File: src/rtl/onip_pkg.sv
// Shared types and constants for the octal nibble integer packer.
// Used by onip_ctrl, onip_dpath and the top level; no dependencies.
package onip_pkg;

	localparam int VAL_W          = 32;  // width of the value port
	localparam int OP_W           = 2;
	localparam int VALUE_BITS_DEF = 32;

	localparam logic [3:0] END_FLAG = 4'h8;

	typedef enum logic [OP_W-1:0] {
		OP_INT   = 2'd0,
		OP_NIB   = 2'd1,
		OP_ALIGN = 2'd2,
		OP_BYTE  = 2'd3
	} op_t;

	// datapath commands issued by the controller
	typedef enum logic [2:0] {
		CMD_NONE,
		CMD_INT_LOAD,
		CMD_INT_PEND,
		CMD_NIB,
		CMD_ALIGN,
		CMD_BYTE_LOAD,
		CMD_BYTE_OUT,
		CMD_INT_STEP
	} dp_cmd_t;

	typedef struct packed {
		logic half;       // a high nibble is pending
		logic digits_one; // input integer has a single octal digit
		logic rem_last;   // current integer step emits the final byte
		logic out_free;   // output register can take a byte this cycle
	} dp_stat_t;

endpackage

File: src/rtl/onip_ctrl.sv
// Controller for the octal nibble integer packer: sequences items into
// datapath commands. Depends on onip_pkg.
module onip_ctrl
	import onip_pkg::*;
(
	input  logic            clk,
	input  logic            arst_n,
	input  logic            in_valid,
	output logic            in_ready,
	input  logic [OP_W-1:0] operation,
	input  dp_stat_t        stat,
	output dp_cmd_t         cmd
);

	typedef enum logic [1:0] {
		ST_IDLE,
		ST_INT,
		ST_BYTE
	} state_t;

	state_t state_q;
	state_t state_d;
	op_t    op;

	assign op       = op_t'(operation);
	assign in_ready = (state_q == ST_IDLE) && stat.out_free;

	always_comb begin
		cmd     = CMD_NONE;
		state_d = state_q;
		case (state_q)
			ST_IDLE: begin
				if (in_valid && in_ready) begin
					case (op)
						OP_INT: begin
							// single digit into an empty half byte completes nothing
							if (!stat.half && stat.digits_one) begin
								cmd = CMD_INT_PEND;
							end else begin
								cmd     = CMD_INT_LOAD;
								state_d = ST_INT;
							end
						end
						OP_NIB:   cmd = CMD_NIB;
						OP_ALIGN: cmd = CMD_ALIGN;
						OP_BYTE: begin
							cmd = CMD_BYTE_LOAD;
							if (stat.half) begin
								state_d = ST_BYTE;
							end
						end
						default: cmd = CMD_NONE;
					endcase
				end
			end
			ST_INT: begin
				if (stat.out_free) begin
					cmd = CMD_INT_STEP;
					if (stat.rem_last) begin
						state_d = ST_IDLE;
					end
				end
			end
			ST_BYTE: begin
				if (stat.out_free) begin
					cmd     = CMD_BYTE_OUT;
					state_d = ST_IDLE;
				end
			end
			default: state_d = ST_IDLE;
		endcase
	end

	always_ff @(posedge clk or negedge arst_n) begin
		if (!arst_n) begin
			state_q <= ST_IDLE;
		end else begin
			state_q <= state_d;
		end
	end

endmodule

File: src/rtl/onip_dpath.sv
// Datapath for the octal nibble integer packer: pending half byte, digit
// counter, operand register and output register. Depends on onip_pkg.
module onip_dpath
	import onip_pkg::*;
#(
	parameter int VALUE_BITS = VALUE_BITS_DEF
) (
	input  logic             clk,
	input  logic             arst_n,
	input  dp_cmd_t          cmd,
	output dp_stat_t         stat,
	input  logic [VAL_W-1:0] value,
	output logic             out_valid,
	input  logic             out_ready,
	output logic [7:0]       out_byte,
	output logic             last
);

	localparam int IW = (VALUE_BITS < VAL_W) ? VALUE_BITS : VAL_W; // integer bits used
	localparam int ND = (IW + 2) / 3;                             // octal digits
	localparam int PW = 3 * ND;
	localparam int CW = $clog2(ND + 1);

	logic [IW-1:0] val_q;
	logic [CW-1:0] cnt_q;
	logic          half_q;
	logic [3:0]    pend_q;
	logic          out_valid_q;
	logic [7:0]    out_byte_q;
	logic          last_q;

	logic [CW-1:0] cnt_d;
	logic          half_d;
	logic [3:0]    pend_d;
	logic          emit;
	logic [7:0]    nb;
	logic          nl;

	logic [PW-1:0] val_pad;
	logic [3:0]    dig_hi;
	logic [3:0]    dig_lo;
	logic [3:0]    dig0;
	logic [CW-1:0] nc;
	logic [7:0]    step_byte;

	function automatic logic [3:0] get_digit(input logic [PW-1:0] v,
		input logic [CW-1:0] idx);
		logic [3:0] d;
		d = '0;
		for (int j = 0; j < ND; j++) begin
			if (idx == CW'(j)) begin
				d = (j == 0) ? (4'(v[3*j +: 3]) | END_FLAG) : 4'(v[3*j +: 3]);
			end
		end
		return d;
	endfunction

	// number of octal digits without leading zeros, at least one
	function automatic logic [CW-1:0] count_digits(input logic [PW-1:0] v);
		logic [CW-1:0] n;
		n = CW'(1);
		for (int j = 0; j < ND; j++) begin
			if (v[3*j +: 3] != 3'd0) begin
				n = CW'(j + 1);
			end
		end
		return n;
	endfunction

	assign val_pad   = PW'(val_q);
	assign dig_hi    = get_digit(val_pad, cnt_q - CW'(1));
	assign dig_lo    = get_digit(val_pad, cnt_q - CW'(2));
	assign dig0      = 4'(val_q[2:0]) | END_FLAG;
	assign nc        = half_q ? (cnt_q - CW'(1)) : (cnt_q - CW'(2));
	assign step_byte = half_q ? {pend_q, dig_hi} : {dig_hi, dig_lo};

	assign stat.half       = half_q;
	assign stat.digits_one = (value[IW-1:3] == '0);
	assign stat.rem_last   = (nc <= CW'(1));
	assign stat.out_free   = !out_valid_q || out_ready;

	always_comb begin
		cnt_d  = cnt_q;
		half_d = half_q;
		pend_d = pend_q;
		emit   = 1'b0;
		nb     = step_byte;
		nl     = 1'b0;
		case (cmd)
			CMD_NONE: begin
			end
			CMD_INT_LOAD: cnt_d = count_digits(PW'(value[IW-1:0]));
			CMD_INT_PEND: begin
				pend_d = 4'(value[2:0]) | END_FLAG;
				half_d = 1'b1;
			end
			CMD_NIB: begin
				if (half_q) begin
					emit   = 1'b1;
					nb     = {pend_q, value[3:0]};
					nl     = 1'b1;
					half_d = 1'b0;
					pend_d = '0;
				end else begin
					pend_d = value[3:0];
					half_d = 1'b1;
				end
			end
			CMD_ALIGN: begin
				if (half_q) begin
					emit   = 1'b1;
					nb     = {pend_q, 4'h0};
					nl     = 1'b1;
					half_d = 1'b0;
					pend_d = '0;
				end
			end
			CMD_BYTE_LOAD: begin
				emit = 1'b1;
				if (half_q) begin
					nb     = {pend_q, 4'h0};
					half_d = 1'b0;
					pend_d = '0;
				end else begin
					nb = value[7:0];
					nl = 1'b1;
				end
			end
			CMD_BYTE_OUT: begin
				emit = 1'b1;
				nb   = val_q[7:0];
				nl   = 1'b1;
			end
			CMD_INT_STEP: begin
				emit = 1'b1;
				nl   = (nc <= CW'(1));
				// a lone final digit stays behind as the pending high nibble
				if (nc == CW'(1)) begin
					pend_d = dig0;
					half_d = 1'b1;
					cnt_d  = '0;
				end else begin
					pend_d = '0;
					half_d = 1'b0;
					cnt_d  = nc;
				end
			end
			default: begin
			end
		endcase
	end

	always_ff @(posedge clk or negedge arst_n) begin
		if (!arst_n) begin
			cnt_q       <= '0;
			half_q      <= 1'b0;
			pend_q      <= '0;
			out_valid_q <= 1'b0;
		end else begin
			cnt_q  <= cnt_d;
			half_q <= half_d;
			pend_q <= pend_d;
			if (emit) begin
				out_valid_q <= 1'b1;
			end else if (out_ready) begin
				out_valid_q <= 1'b0;
			end
		end
	end

	always_ff @(posedge clk) begin
		if (cmd == CMD_INT_LOAD || cmd == CMD_BYTE_LOAD) begin
			val_q <= value[IW-1:0];
		end
		if (emit) begin
			out_byte_q <= nb;
			last_q     <= nl;
		end
	end

	assign out_valid = out_valid_q;
	assign out_byte  = out_byte_q;
	assign last      = last_q;

endmodule

File: src/rtl/octal_nibble_integer_packer_core.sv
// Octal nibble integer packer, top level.
// Input channel (in_valid/in_ready): operation and value. Operations are
// write integer (octal digits, most significant first, end flag on the
// last digit), write raw nibble, align flush and write raw byte.
// Output channel (out_valid/out_ready): completed bytes, first nibble in the
// high half; last marks the final byte caused by an item. An item that
// completes no byte produces nothing on the output channel.
// Items are handled one at a time. The datapath forms one byte per cycle
// while the output register is free: an integer item is loaded and then
// gives one byte per step (up to 6 with the default VALUE_BITS), a raw
// byte after a pending nibble gives the padded nibble and then the byte.
// Bytes leave through the single output byte register, which sets the rate.
// in_ready is high only while the controller is idle and the output
// register is empty or being read. When the receiver stalls, emission
// holds and the current byte stays valid and unchanged.
// Reset clears the pending half byte and any byte in flight.
// Depends on onip_pkg, onip_ctrl and onip_dpath.
module octal_nibble_integer_packer_core
	import onip_pkg::*;
#(
	parameter int VALUE_BITS = VALUE_BITS_DEF
) (
	input  logic             clk,
	input  logic             arst_n,
	input  logic             in_valid,
	output logic             in_ready,
	input  logic [OP_W-1:0]  operation,
	input  logic [VAL_W-1:0] value,
	output logic             out_valid,
	input  logic             out_ready,
	output logic [7:0]       out_byte,
	output logic             last
);

	dp_cmd_t  cmd;
	dp_stat_t stat;

	onip_ctrl u_ctrl (
		.clk       (clk),
		.arst_n    (arst_n),
		.in_valid  (in_valid),
		.in_ready  (in_ready),
		.operation (operation),
		.stat      (stat),
		.cmd       (cmd)
	);

	onip_dpath #(
		.VALUE_BITS (VALUE_BITS)
	) u_dpath (
		.clk       (clk),
		.arst_n    (arst_n),
		.cmd       (cmd),
		.stat      (stat),
		.value     (value),
		.out_valid (out_valid),
		.out_ready (out_ready),
		.out_byte  (out_byte),
		.last      (last)
	);

endmodule
File: config.mk
export PLATFORM = sky130hd
export DESIGN_NAME = octal_nibble_integer_packer_core
export DESIGN_NICKNAME = d
export VERILOG_FILES = /design/src/rtl/onip_pkg.sv /design/src/rtl/onip_ctrl.sv /design/src/rtl/onip_dpath.sv /design/src/rtl/octal_nibble_integer_packer_core.sv
export SDC_FILE = /design/constraint.sdc
export NUM_CORES = 1
export LEC_CHECK = 0
export ABC_AREA = 1
export BUFFER_PORTS_ARGS = -buffer_cell sky130_fd_sc_hd__buf_4
export CORE_MARGIN = 8
export CORE_UTILIZATION = 50
export DETAILED_ROUTE_END_ITERATION = 6
export GPL_TIMING_DRIVEN = 1
export PLACE_DENSITY = 0.73
export SYNTH_ARGS = -nofsm -noshare
export SYNTH_HDL_FRONTEND = slang
export SYNTH_SLANG_ARGS = --single-unit
File: constraint.sdc
create_clock -name clk -period 3 [get_ports clk]
set_input_delay 0.9 -clock clk [delete_from_list [all_inputs] [get_ports clk]]
set_output_delay 0.9 -clock clk [all_outputs]
set_load 0.02 [all_outputs]
Word level (Yosys, flattened, before mapping)
Cells that the tools add are included.
- logic and storage cells: 148
- output and inout port bits: 11
- input bits: 38
- register bits: 53
- equal/unequal tests: 41
- multiplexer cells: 66
- $add $sub $neg: 2
- reduce and logical (&&, ||, !) cells: 30
- magnitude comparators: 1
- operator list (kind ; count):
    $mux 4 ; 31
    $eq 4x3->1 const B ; 8
    $mux 8 ; 4
    $pmux 8 s4 ; 1
    $logic_not 29->1 ; 1
    $reduce_bool 3->1 ; 9
    $eq 4x4->1 const B ; 6
    $mux 3 ; 7
    $mux 2 ; 9
    $eq 4x2->1 const B ; 4
    $pmux 4 s4 ; 1
    $eq 3x3->1 const B ; 4
    $eq 4x1->1 const B ; 3
    $pmux 3 s4 ; 1
    $pmux 3 s3 ; 1
    $logic_not 4->1 ; 2
    $pmux 1 s4 ; 2
    $pmux 4 s2 ; 1
    $reduce_and 7->1 ; 1
    $eq 2x2->1 const B ; 3
    $eq 3x2->1 const B ; 2
    $ne 2x1->1 const B ; 3
    $ne 3x3->1 const B ; 2
    $pmux 2 s3 ; 1
    other kinds (19) ; 33

Longest topological paths before layout
Gate-level depths: netlist of the first run.
- depth in word-level cells: 16
- depth in mapped cells: 23
- gate-level depth less buffers: 23

Modules after synthesis
From an unflattened synthesis of the first run, not the netlist that was laid out.
- cells, all modules: 483
- area total of the unflattened synthesis: 3607.2 sq um
- modules (own cells, without submodules) (module ; area an instance (sq um) ; instances ; cells each):
    onip_dpath ; 3369.5 ; 1 ; 441
    onip_ctrl ; 237.7 ; 1 ; 42

Least setup slack after synthesis of the first run
No wires, ideal clock.
- path kind: input to register
- start: input port out_ready
- end: register u_dpath.cnt_q[0]
- library setup time: 0.082 ns
- data required time: 2.918 ns
- cell stages on the path: 13
- arrival: 3.774 ns
- path slack: -0.856 ns
- cells stage by stage: nor2_1 -> nor2_2 -> nand2_1 -> inv_1 -> nand3_1 -> nand2_1 -> inv_2 -> nand2_4 -> nor2_1 -> nand2_1 -> nand2_2 -> nor2_1 -> a31oi_1
- longest elaborated chain between the ends: 7
- RTL lines (item ; RTL line ; RTL):
    from (decl) ; octal_nibble_integer_packer_core.sv:30 ; input logic out_ready,
    $logic_or 1x1->1 * ; onip_dpath.sv:80 ; assign stat.out_free = !out_valid_q || out_ready;
    $logic_and 1x1->1 * ; onip_ctrl.sv:26 ; assign in_ready = (state_q == ST_IDLE) && stat.out_free;
    named net in_ready ; octal_nibble_integer_packer_core.sv:26 ; output logic in_ready,
    $logic_and 1x1->1 * ; onip_ctrl.sv:33 ; if (in_valid && in_ready) begin
    $mux 3 * ; onip_ctrl.sv:33 ;
    $pmux 3 s3 * ; onip_ctrl.sv:31 ; case (state_q)
    $eq 3x3->1 or $eq 3x1->1 (tied branches) ; onip_dpath.sv:89 ; case (cmd)
    $pmux 4 s2 or $reduce_bool 2->1 (tied branches) ; -- ;
    to (signal assigned) ; onip_dpath.sv:160 ; cnt_q <= cnt_d;
    to (decl) ; onip_dpath.sv:25 ; logic [CW-1:0] cnt_q;
The timed path passes the listed nets; every way through them passes the cells marked *.
A chain may end at the register's enable or synchronous reset.

Worst setup path in the final report of the first run
- start: input port operation[0]
- end: register u_dpath.cnt_q[1]
- longest elaborated chain between the ends: 6
- RTL lines (item ; RTL line ; RTL):
    from (decl) ; octal_nibble_integer_packer_core.sv:27 ; input logic [OP_W-1:0] operation,
    $eq 2x2->1 (tied with other cells) ; onip_ctrl.sv:34 ; case (op)
    $pmux 3 s4 * ; onip_ctrl.sv:34 ;
    $mux 3 * ; onip_ctrl.sv:33 ;
    $pmux 3 s3 * ; onip_ctrl.sv:31 ;
    $eq 3x3->1 or $eq 3x1->1 (tied branches) ; onip_dpath.sv:89 ;
    $pmux 4 s2 or $reduce_bool 2->1 (tied branches) ; -- ;
Every way passes the cells marked *; elsewhere a longest branch is shown, timed or not.

==> results of run 1 <==
## state kept, by name, indices dropped and copies added (netlist names)
name and count:
u_dpath.val_q 32, u_dpath.out_byte 8, u_dpath.cnt_q 4, u_dpath.pend_q 4
u_ctrl.state_q 2, u_dpath.half_q 1, u_dpath.last 1, u_dpath.out_valid 1
## path summary, 6_finish.rpt
| check | endpoint | startpoint | depth (start not counted) | slack (ns) |
|---|---|---|---|---|
| max | u_dpath.cnt_q[1]$_DFFE_PN0P_ | operation[0] | 15 | 0.27 |
| min | u_dpath.pend_q[2]$_DFFE_PN0P_ | arst_n | 1 | 0.41 |
| max reg2reg | u_dpath.out_byte[5]$_DFFE_PP_ | u_dpath.cnt_q[1]$_DFFE_PN0P_ | 20 | 0.31 |
| min reg2reg | u_dpath.pend_q[0]$_DFFE_PN0P_ | u_dpath.pend_q[0]$_DFFE_PN0P_ | 2 | 0.54 |
| max in group asynchronous | u_dpath.cnt_q[1]$_DFFE_PN0P_ | arst_n | 1 | 2.42 |
| min in group clk | u_dpath.pend_q[0]$_DFFE_PN0P_ | u_dpath.pend_q[0]$_DFFE_PN0P_ | 2 | 0.54 |
## layout by cell type, fill, tap and decap left out, types with 2 or more instances in the layout
| cell type | n |
|---|---|
| sky130_fd_sc_hd__buf_12 | 2 |
| sky130_fd_sc_hd__clkbuf_8 | 5 |
| sky130_fd_sc_hd__buf_4 | 67 |
| sky130_fd_sc_hd__a21oi_1 | 21 |
| sky130_fd_sc_hd__nand4_1 | 10 |
| sky130_fd_sc_hd__o2111ai_1 | 2 |
| sky130_fd_sc_hd__nor2_1 | 57 |
| sky130_fd_sc_hd__clkinv_2 | 2 |
| sky130_fd_sc_hd__o21bai_1 | 2 |
| sky130_fd_sc_hd__ha_1 | 11 |
| sky130_fd_sc_hd__o31ai_1 | 2 |
| sky130_fd_sc_hd__edfxtp_1 | 41 |
| sky130_fd_sc_hd__nor3_1 | 5 |
| sky130_fd_sc_hd__inv_2 | 5 |
| sky130_fd_sc_hd__nand3_1 | 31 |
| sky130_fd_sc_hd__inv_1 | 83 |
| sky130_fd_sc_hd__o21ai_0 | 26 |
| sky130_fd_sc_hd__nor2_2 | 7 |
| sky130_fd_sc_hd__o221ai_1 | 3 |
| sky130_fd_sc_hd__nand2_1 | 163 |
| sky130_fd_sc_hd__nand3b_1 | 2 |
| sky130_fd_sc_hd__clkinv_1 | 2 |
| sky130_fd_sc_hd__dfrtp_1 | 12 |
| sky130_fd_sc_hd__nand2_2 | 7 |
| sky130_fd_sc_hd__nand3_2 | 3 |
| sky130_fd_sc_hd__o211ai_1 | 6 |
## power groups by stage
stage          clock network, W  logic [W]  registers (W)
2_1_floorplan                 0    0.00192        0.00145
3_3_place_gp                  0    0.00291        0.00140
3_5_place_dp                  0    0.00295        0.00140
4_1_cts                0.000422    0.00295        0.00139
5_1_grt                0.000444    0.00337        0.00143
6_report               0.000415    0.00300        0.00140
## kinds of logic (layout without fill, tap and decap cells)
group	Yosys count	after routing	synth area share
AND/OR/NAND/NOR	294	294	0.342
XOR/XNOR	2	2	0.00667
adder cells (fa/ha/maj)	12	12	0.0400
AO/OA/AOI/OAI	68	68	0.106
buffers and inverters	95	168	0.0976
flip-flops	53	53	0.408
## cells in the mapped netlist (3+ instances only)
library cell	n	area share
sky130_fd_sc_hd__dfrtp_1	12	0.080
sky130_fd_sc_hd__nand4_1	10	0.017
sky130_fd_sc_hd__nor3_1	5	0.0067
sky130_fd_sc_hd__a21oi_1	21	0.028
sky130_fd_sc_hd__inv_2	4	0.0040
sky130_fd_sc_hd__o211ai_1	6	0.012
sky130_fd_sc_hd__o21ai_0	26	0.035
sky130_fd_sc_hd__o221ai_1	3	0.0070
sky130_fd_sc_hd__nand2_2	6	0.010
sky130_fd_sc_hd__edfxtp_1	41	0.33
sky130_fd_sc_hd__nor2_1	59	0.059
sky130_fd_sc_hd__nor2_2	6	0.010
sky130_fd_sc_hd__inv_1	84	0.084
sky130_fd_sc_hd__nand2_1	164	0.16
sky130_fd_sc_hd__nand3_1	32	0.043
sky130_fd_sc_hd__ha_1	12	0.040
## layer usage
layer	track usage	up-vias	routed length (um)
met5	0	-	0
met4	0.0621	0	210
met3	0.0317	19	590
met2	0.334	125	4690
met1	0.258	1686	4560
li1	-	1835	-
## worst max-delay path, stage by stage
cell,delay [ns]
sky130_fd_sc_hd__buf_4,0.09
sky130_fd_sc_hd__inv_1,0.05
sky130_fd_sc_hd__ha_1,0.23
sky130_fd_sc_hd__nand2_1,0.12
sky130_fd_sc_hd__nor4_4,0.06
sky130_fd_sc_hd__nor2_1,0.09
sky130_fd_sc_hd__nand2_1,0.07
sky130_fd_sc_hd__o21ai_2,0.13
sky130_fd_sc_hd__inv_1,0.12
sky130_fd_sc_hd__buf_4,0.16
sky130_fd_sc_hd__nor2_4,0.42
sky130_fd_sc_hd__nand2_1,0.18
sky130_fd_sc_hd__nand2_2,0.15
sky130_fd_sc_hd__nand2_1,0.07
sky130_fd_sc_hd__o21ai_0,0.10
## layout make-up
class | instances | area, sq um
fill | 699 | 2750
multi-input combinational | 376 | 1880
sequential | 53 | 1530
timing repair buffer | 69 | 543
inverter | 91 | 343
tap | 99 | 124
clock buffer | 5 | 68.8
clock inverter | 3 | 21.3
## through the flow
step | setup WS [ns] | utilization | hold WS, ns
after floorplan | 0.119 | - | 0.464
after global placement | 0.0122 | 0.607 | 0.505
final | 0.275 | 0.622 | 0.414
after detailed placement | -0.0629 | 0.607 | 0.517
after CTS | 0.0788 | 0.620 | 0.419
after global routing | 0.0225 | 0.622 | 0.415
## timing repair
action,CTS,global route
resized for setup,0,5
hold endpoints to repair,0,0
endpoints found under the setup margin,0,6
hold buffers,0,0
==> metrics, run 1 <==
LEAKAGE 2.18 nW; part of the power in combinational logic 0.623; max_cap viols 0; initial core utilization 0.518; total CTS buffers 5; max-slew violation count 0; Int Pwr 0.00241 W; Post-Layout Cell Count between 600 and 700; CTS tree built; number of design-rule violations left by the first detailed-router iteration 255; length of the first detailed-routing pass in iterations 5; wire length of the first global-routing pass roughly 17 mm; synthesis-to-finish area growth 20.1%; cell count after synthesis ~520; number of distinct library cell variants in the gate-level netlist after synthesis 43; post-DR wirelength/cell around 14 um; arrival time of the worst setup path 2.94 ns; Data required, critical path about 3.2 ns; residual antenna-violating net count after detailed routing 0; routed wire length 10.1 mm; total power divided by cell area 1070 nW/um^2; Top FF cell, synth sky130_fd_sc_hd__edfxtp_1; setup total negative slack 0 ns; # IOs 49; crit end category flip-flop; result of the run completed; fraction of layout instances using a drive strength above 1 0.184; floorplan die area 10500 sq um; Relative slew margins 0.634; Post-CTS Repair Setup Buffers 0; Mapped Avg Cell Area roughly 7 sq um; antenna cell count 0; number of cell rows 31; unrepaired setup endpoints after global routing no; final weighted congestion of routability-driven global placement 0.929; Total Power 0.00481 W; Clk pwr share 0.086; Synth warnings 0; clock buffer depth 2; crit start category input pin; setup skew after layout 0.00737 ns; path category of the worst min-delay check input pin to asynchronous set/reset pin; pin count of the biggest net entering global routing 21; switching component of the power 0.00240 W; sequential fraction of the synthesis area 0.408; type of the worst setup path input pin to flip-flop; vertical extent of the die 103 um; share of flip-flops with an asynchronous set or reset 0.226; crit share post-route 0.908; insertion delay of the later-clocked pin in the worst-skew pair 0.31 ns; number of vias after detailed routing 3665; crit-path max FO 18; number of flops mapped to enable cells by yosys 41; DIE WIDTH 103 um; residual DRC count 0; via count of the first global-routing pass 3598; Final nets 646; post-layout minimum cycle time approximately 2.7 ns; root buffer cell sky130_fd_sc_hd__clkbuf_8; design area 4510 sq um; relative contribution of sequential cells to total power 0.291; clock input transition at the sequential cells of the worst setup and hold paths 0.10 ns; number of antenna violations at the first check in global routing 0; core region area 7250 sq um; number of port buffers 48; routed via count divided by cell count roughly 5.3; flip-flop and latch count after synthesis 53; upper clock frequency limit between 0.3 and 0.4 GHz; TritonCTS Sinks 53; final number of hold-violating endpoints 0; Synth Cell Area 3750 sq um; switching power as a share of total power 0.500; half-perimeter wire length of the detailed placement result 8.19 mm; peak ir drop on the vdd network 0.000465 V; final-report setup violation count 0; Post-Syn Nets 574; placed cell count 688; H-Tree Depth 2; post-detailed-placement cell area 4410 sq um; GRT Resource Usage Total 0.200; slew of the pin with the lowest slew margin 0.548 ns; global route total overflow 0
Note: power is estimated with default switching activity, not from simulation.
==> inputs of run 2 (changes only) <==
--- a/config.mk
+++ b/config.mk
@@ -12,6 +12,8 @@
 export DETAILED_ROUTE_END_ITERATION = 6
 export GPL_TIMING_DRIVEN = 1
 export PLACE_DENSITY = 0.73
+export SETUP_SLACK_MARGIN = 0.4
+export SLEW_MARGIN = 20
 export SYNTH_ARGS = -nofsm -noshare
 export SYNTH_HDL_FRONTEND = slang
 export SYNTH_SLANG_ARGS = --single-unit
==> metrics, run 2 (synthesized netlist as in run 1, its figures left out) <==
result of the run completed; fraction of layout instances using a drive strength above 1 0.285 (+0.101); number of cell rows 31 (unchanged); Data required, critical path 3.08 ns (-0.13 ns); relative contribution of sequential cells to total power 0.265 (-0.026); antenna cell count 0 (unchanged); reg-to-reg setup timing slack 0.54 ns (+0.23 ns); final-report setup violation count 0 (unchanged); setup skew after layout 0.0113 ns (+0.00396 ns); # IOs 49 (unchanged); minimum setup slack after placement -0.100 ns (-0.0375 ns); Clk pwr share 0.077 (-0.009); slowest CP cell sky130_fd_sc_hd__nor4_4; most frequent cells in the layout 143 x sky130_fd_sc_hd__nand2_1, 74 x sky130_fd_sc_hd__inv_1, 72 x sky130_fd_sc_hd__buf_4; post-detailed-placement cell area 4400 sq um (-0.17%); vertical extent of the die 103 um (unchanged); root buffer cell sky130_fd_sc_hd__clkbuf_8; crit-path max FO 5 (-13); DIE WIDTH 103 um (unchanged); length of the first detailed-routing pass in iterations 5 (unchanged); hold buffers post-CTS 0 (unchanged); switching power as a share of total power 0.501 (+0.000991); via count of the first global-routing pass 3591 (-0.19%); Total Power 0.00529 W (+10%); post-DR wirelength/cell 15.0 um (+3.7%); CTS tree built; global route total overflow 0 (unchanged); slew of the pin with the lowest slew margin 0.317 ns (-0.230 ns); floorplan die area 10500 sq um (unchanged); switching component of the power 0.00265 W (+10%); total CTS buffers 5 (unchanged); upper clock frequency limit 0.394 GHz (+7.2%); post-layout minimum cycle time 2.54 ns (-0.184 ns); TritonCTS Sinks 53 (unchanged); insertion delay of the later-clocked pin in the worst-skew pair 0.31 ns (about the same); part of the power in combinational logic 0.658 (+0.035); number of design-rule violations left by the first detailed-router iteration 299 (+17%); wire length of the first global-routing pass 16.8 mm (+0.71%); total power divided by cell area 1080 nW/um^2 (+1.1%); clock buffer depth 2 (unchanged); final weighted congestion of routability-driven global placement 0.979 (+5.4%); final number of hold-violating endpoints 0 (unchanged); LEAKAGE 2.31 nW (+5.8%); setup total negative slack 0 ns (unchanged); crit start category input pin; final core area utilization 0.676 (+0.0545); GRT Resource Usage Total 0.202 (+0.00257); number of antenna violations at the first check in global routing 0 (unchanged); max_cap viols 0 (unchanged); Final nets 656 (+1.5%); residual DRC count 0 (unchanged); number of vias after detailed routing 3773 (+2.9%); unrepaired setup endpoints after global routing yes; number of flip-flops in the largest register 32 (unchanged); routed via count divided by cell count 5.34 (+1.5%); type of the worst setup path input pin to flip-flop; Slowest Stage Delay on Critical Path 0.29 ns (-0.13 ns); design area 4900 sq um (+8.8%); Int Pwr 0.00264 W (+9.8%); number of port buffers 48 (unchanged); most common cell after layout, fill and taps aside sky130_fd_sc_hd__nand2_1; initial core utilization 0.518 (unchanged); arrival time of the worst setup path 2.62 ns (-0.32 ns); half-perimeter wire length of the detailed placement result 8.17 mm (-0.21%); register with the highest flop count u_dpath.val_q; path category of the worst min-delay check input pin to asynchronous set/reset pin; clock input transition at the sequential cells of the worst setup and hold paths 0.10 ns (about the same); synthesis-to-finish area growth 30.6%; routed wire length 10.6 mm (+5.2%); peak ir drop on the vdd network 0.000689 V (+48%); pin count of the biggest net entering global routing 21 (unchanged); H-Tree Depth 2 (unchanged); residual antenna-violating net count after detailed routing 0 (unchanged); max-slew violation count 0 (unchanged); core region area 7250 sq um (unchanged); Relative slew margins 0.786 (+0.152); crit share post-route 0.847 (-0.0614); CP Cell Sequence buf_6 -> or2_4 -> nor2_4 -> nand2_2 -> nor4_4 -> nor2_1 -> nand2_1 -> o21ai_4 -> inv_2 -> nor2_4 -> nand2_2 -> o21ai_0 -> a22oi_1 -> nand2_1; post-route setup slack 0.459 ns (+0.184 ns); crit end category flip-flop
==> run 2: path summary, 6_finish.rpt <==
| kind | start | end | cells past startpoint |
|---|---|---|---|
| setup / recovery | value[31] | u_dpath.out_byte[0]$_DFFE_PP_ | 14 |
| hold / removal | arst_n | u_dpath.cnt_q[0]$_DFFE_PN0P_ | 1 |
| setup reg to reg | u_dpath.cnt_q[1]$_DFFE_PN0P_ | u_dpath.out_byte[6]$_DFFE_PP_ | 20 |
| hold reg to reg | u_dpath.pend_q[3]$_DFFE_PN0P_ | u_dpath.pend_q[3]$_DFFE_PN0P_ | 1 |
| max in group asynchronous | arst_n | u_dpath.cnt_q[1]$_DFFE_PN0P_ | 1 |
| min in group clk | u_dpath.pend_q[3]$_DFFE_PN0P_ | u_dpath.pend_q[3]$_DFFE_PN0P_ | 1 |
==> run 2: timing repair <==
item,4_1_cts,5_1_grt
cloned,0,1
resized for setup,8,71
pin swaps,4,28
setup endpoints to repair,33,26
setup buffers,4,12
==> run 2: critical path: cells and delay by family <==
kind | cells | cell delay [ns]
AOI/OAI and AO/OA | 3 | 0.37
buffers and inverters | 2 | 0.22
and+or+nand+nor | 9 | 1.12
==> run 2: stage by stage <==
stage	std cells	hold slack (ns)
after floorplan	524	0.464
after global placement	681	0.480
after detailed placement	681	0.498
after CTS	693	0.409
after global routing	706	0.407
final	706	0.414
==> run 2: layout make-up <==
class | count | area (sq um)
Clock buffer | 6 | 72.6
Multi-Input combinational cell | 377 | 2180
Sequential cell | 53 | 1530
Inverter | 91 | 352
Timing Repair Buffer | 78 | 626
Tap cell | 99 | 124
Fill cell | 614 | 2350
Clock inverter | 2 | 15.0
==> run 2: per-layer routing <==
layer / up-vias / share of wire / GRT usage
met1: 1724 / 0.42 / 0.267
met2: 172 / 0.48 / 0.329
met4: 0 / 0.019 / 0.0587
li1: 1857 / - / -
met3: 20 / 0.075 / 0.0378
met5: - / 0 / 0
==> run 2: power groups by stage <==
stage | sequential [W] | clock [W] | combinational, W
2_1_floorplan | 0.00145 | 0 | 0.00197
3_3_place_gp | 0.00141 | 0 | 0.00293
3_5_place_dp | 0.00141 | 0 | 0.00296
4_1_cts | 0.00140 | 0.000416 | 0.00304
5_1_grt | 0.00143 | 0.000445 | 0.00385
6_report | 0.00140 | 0.000406 | 0.00348
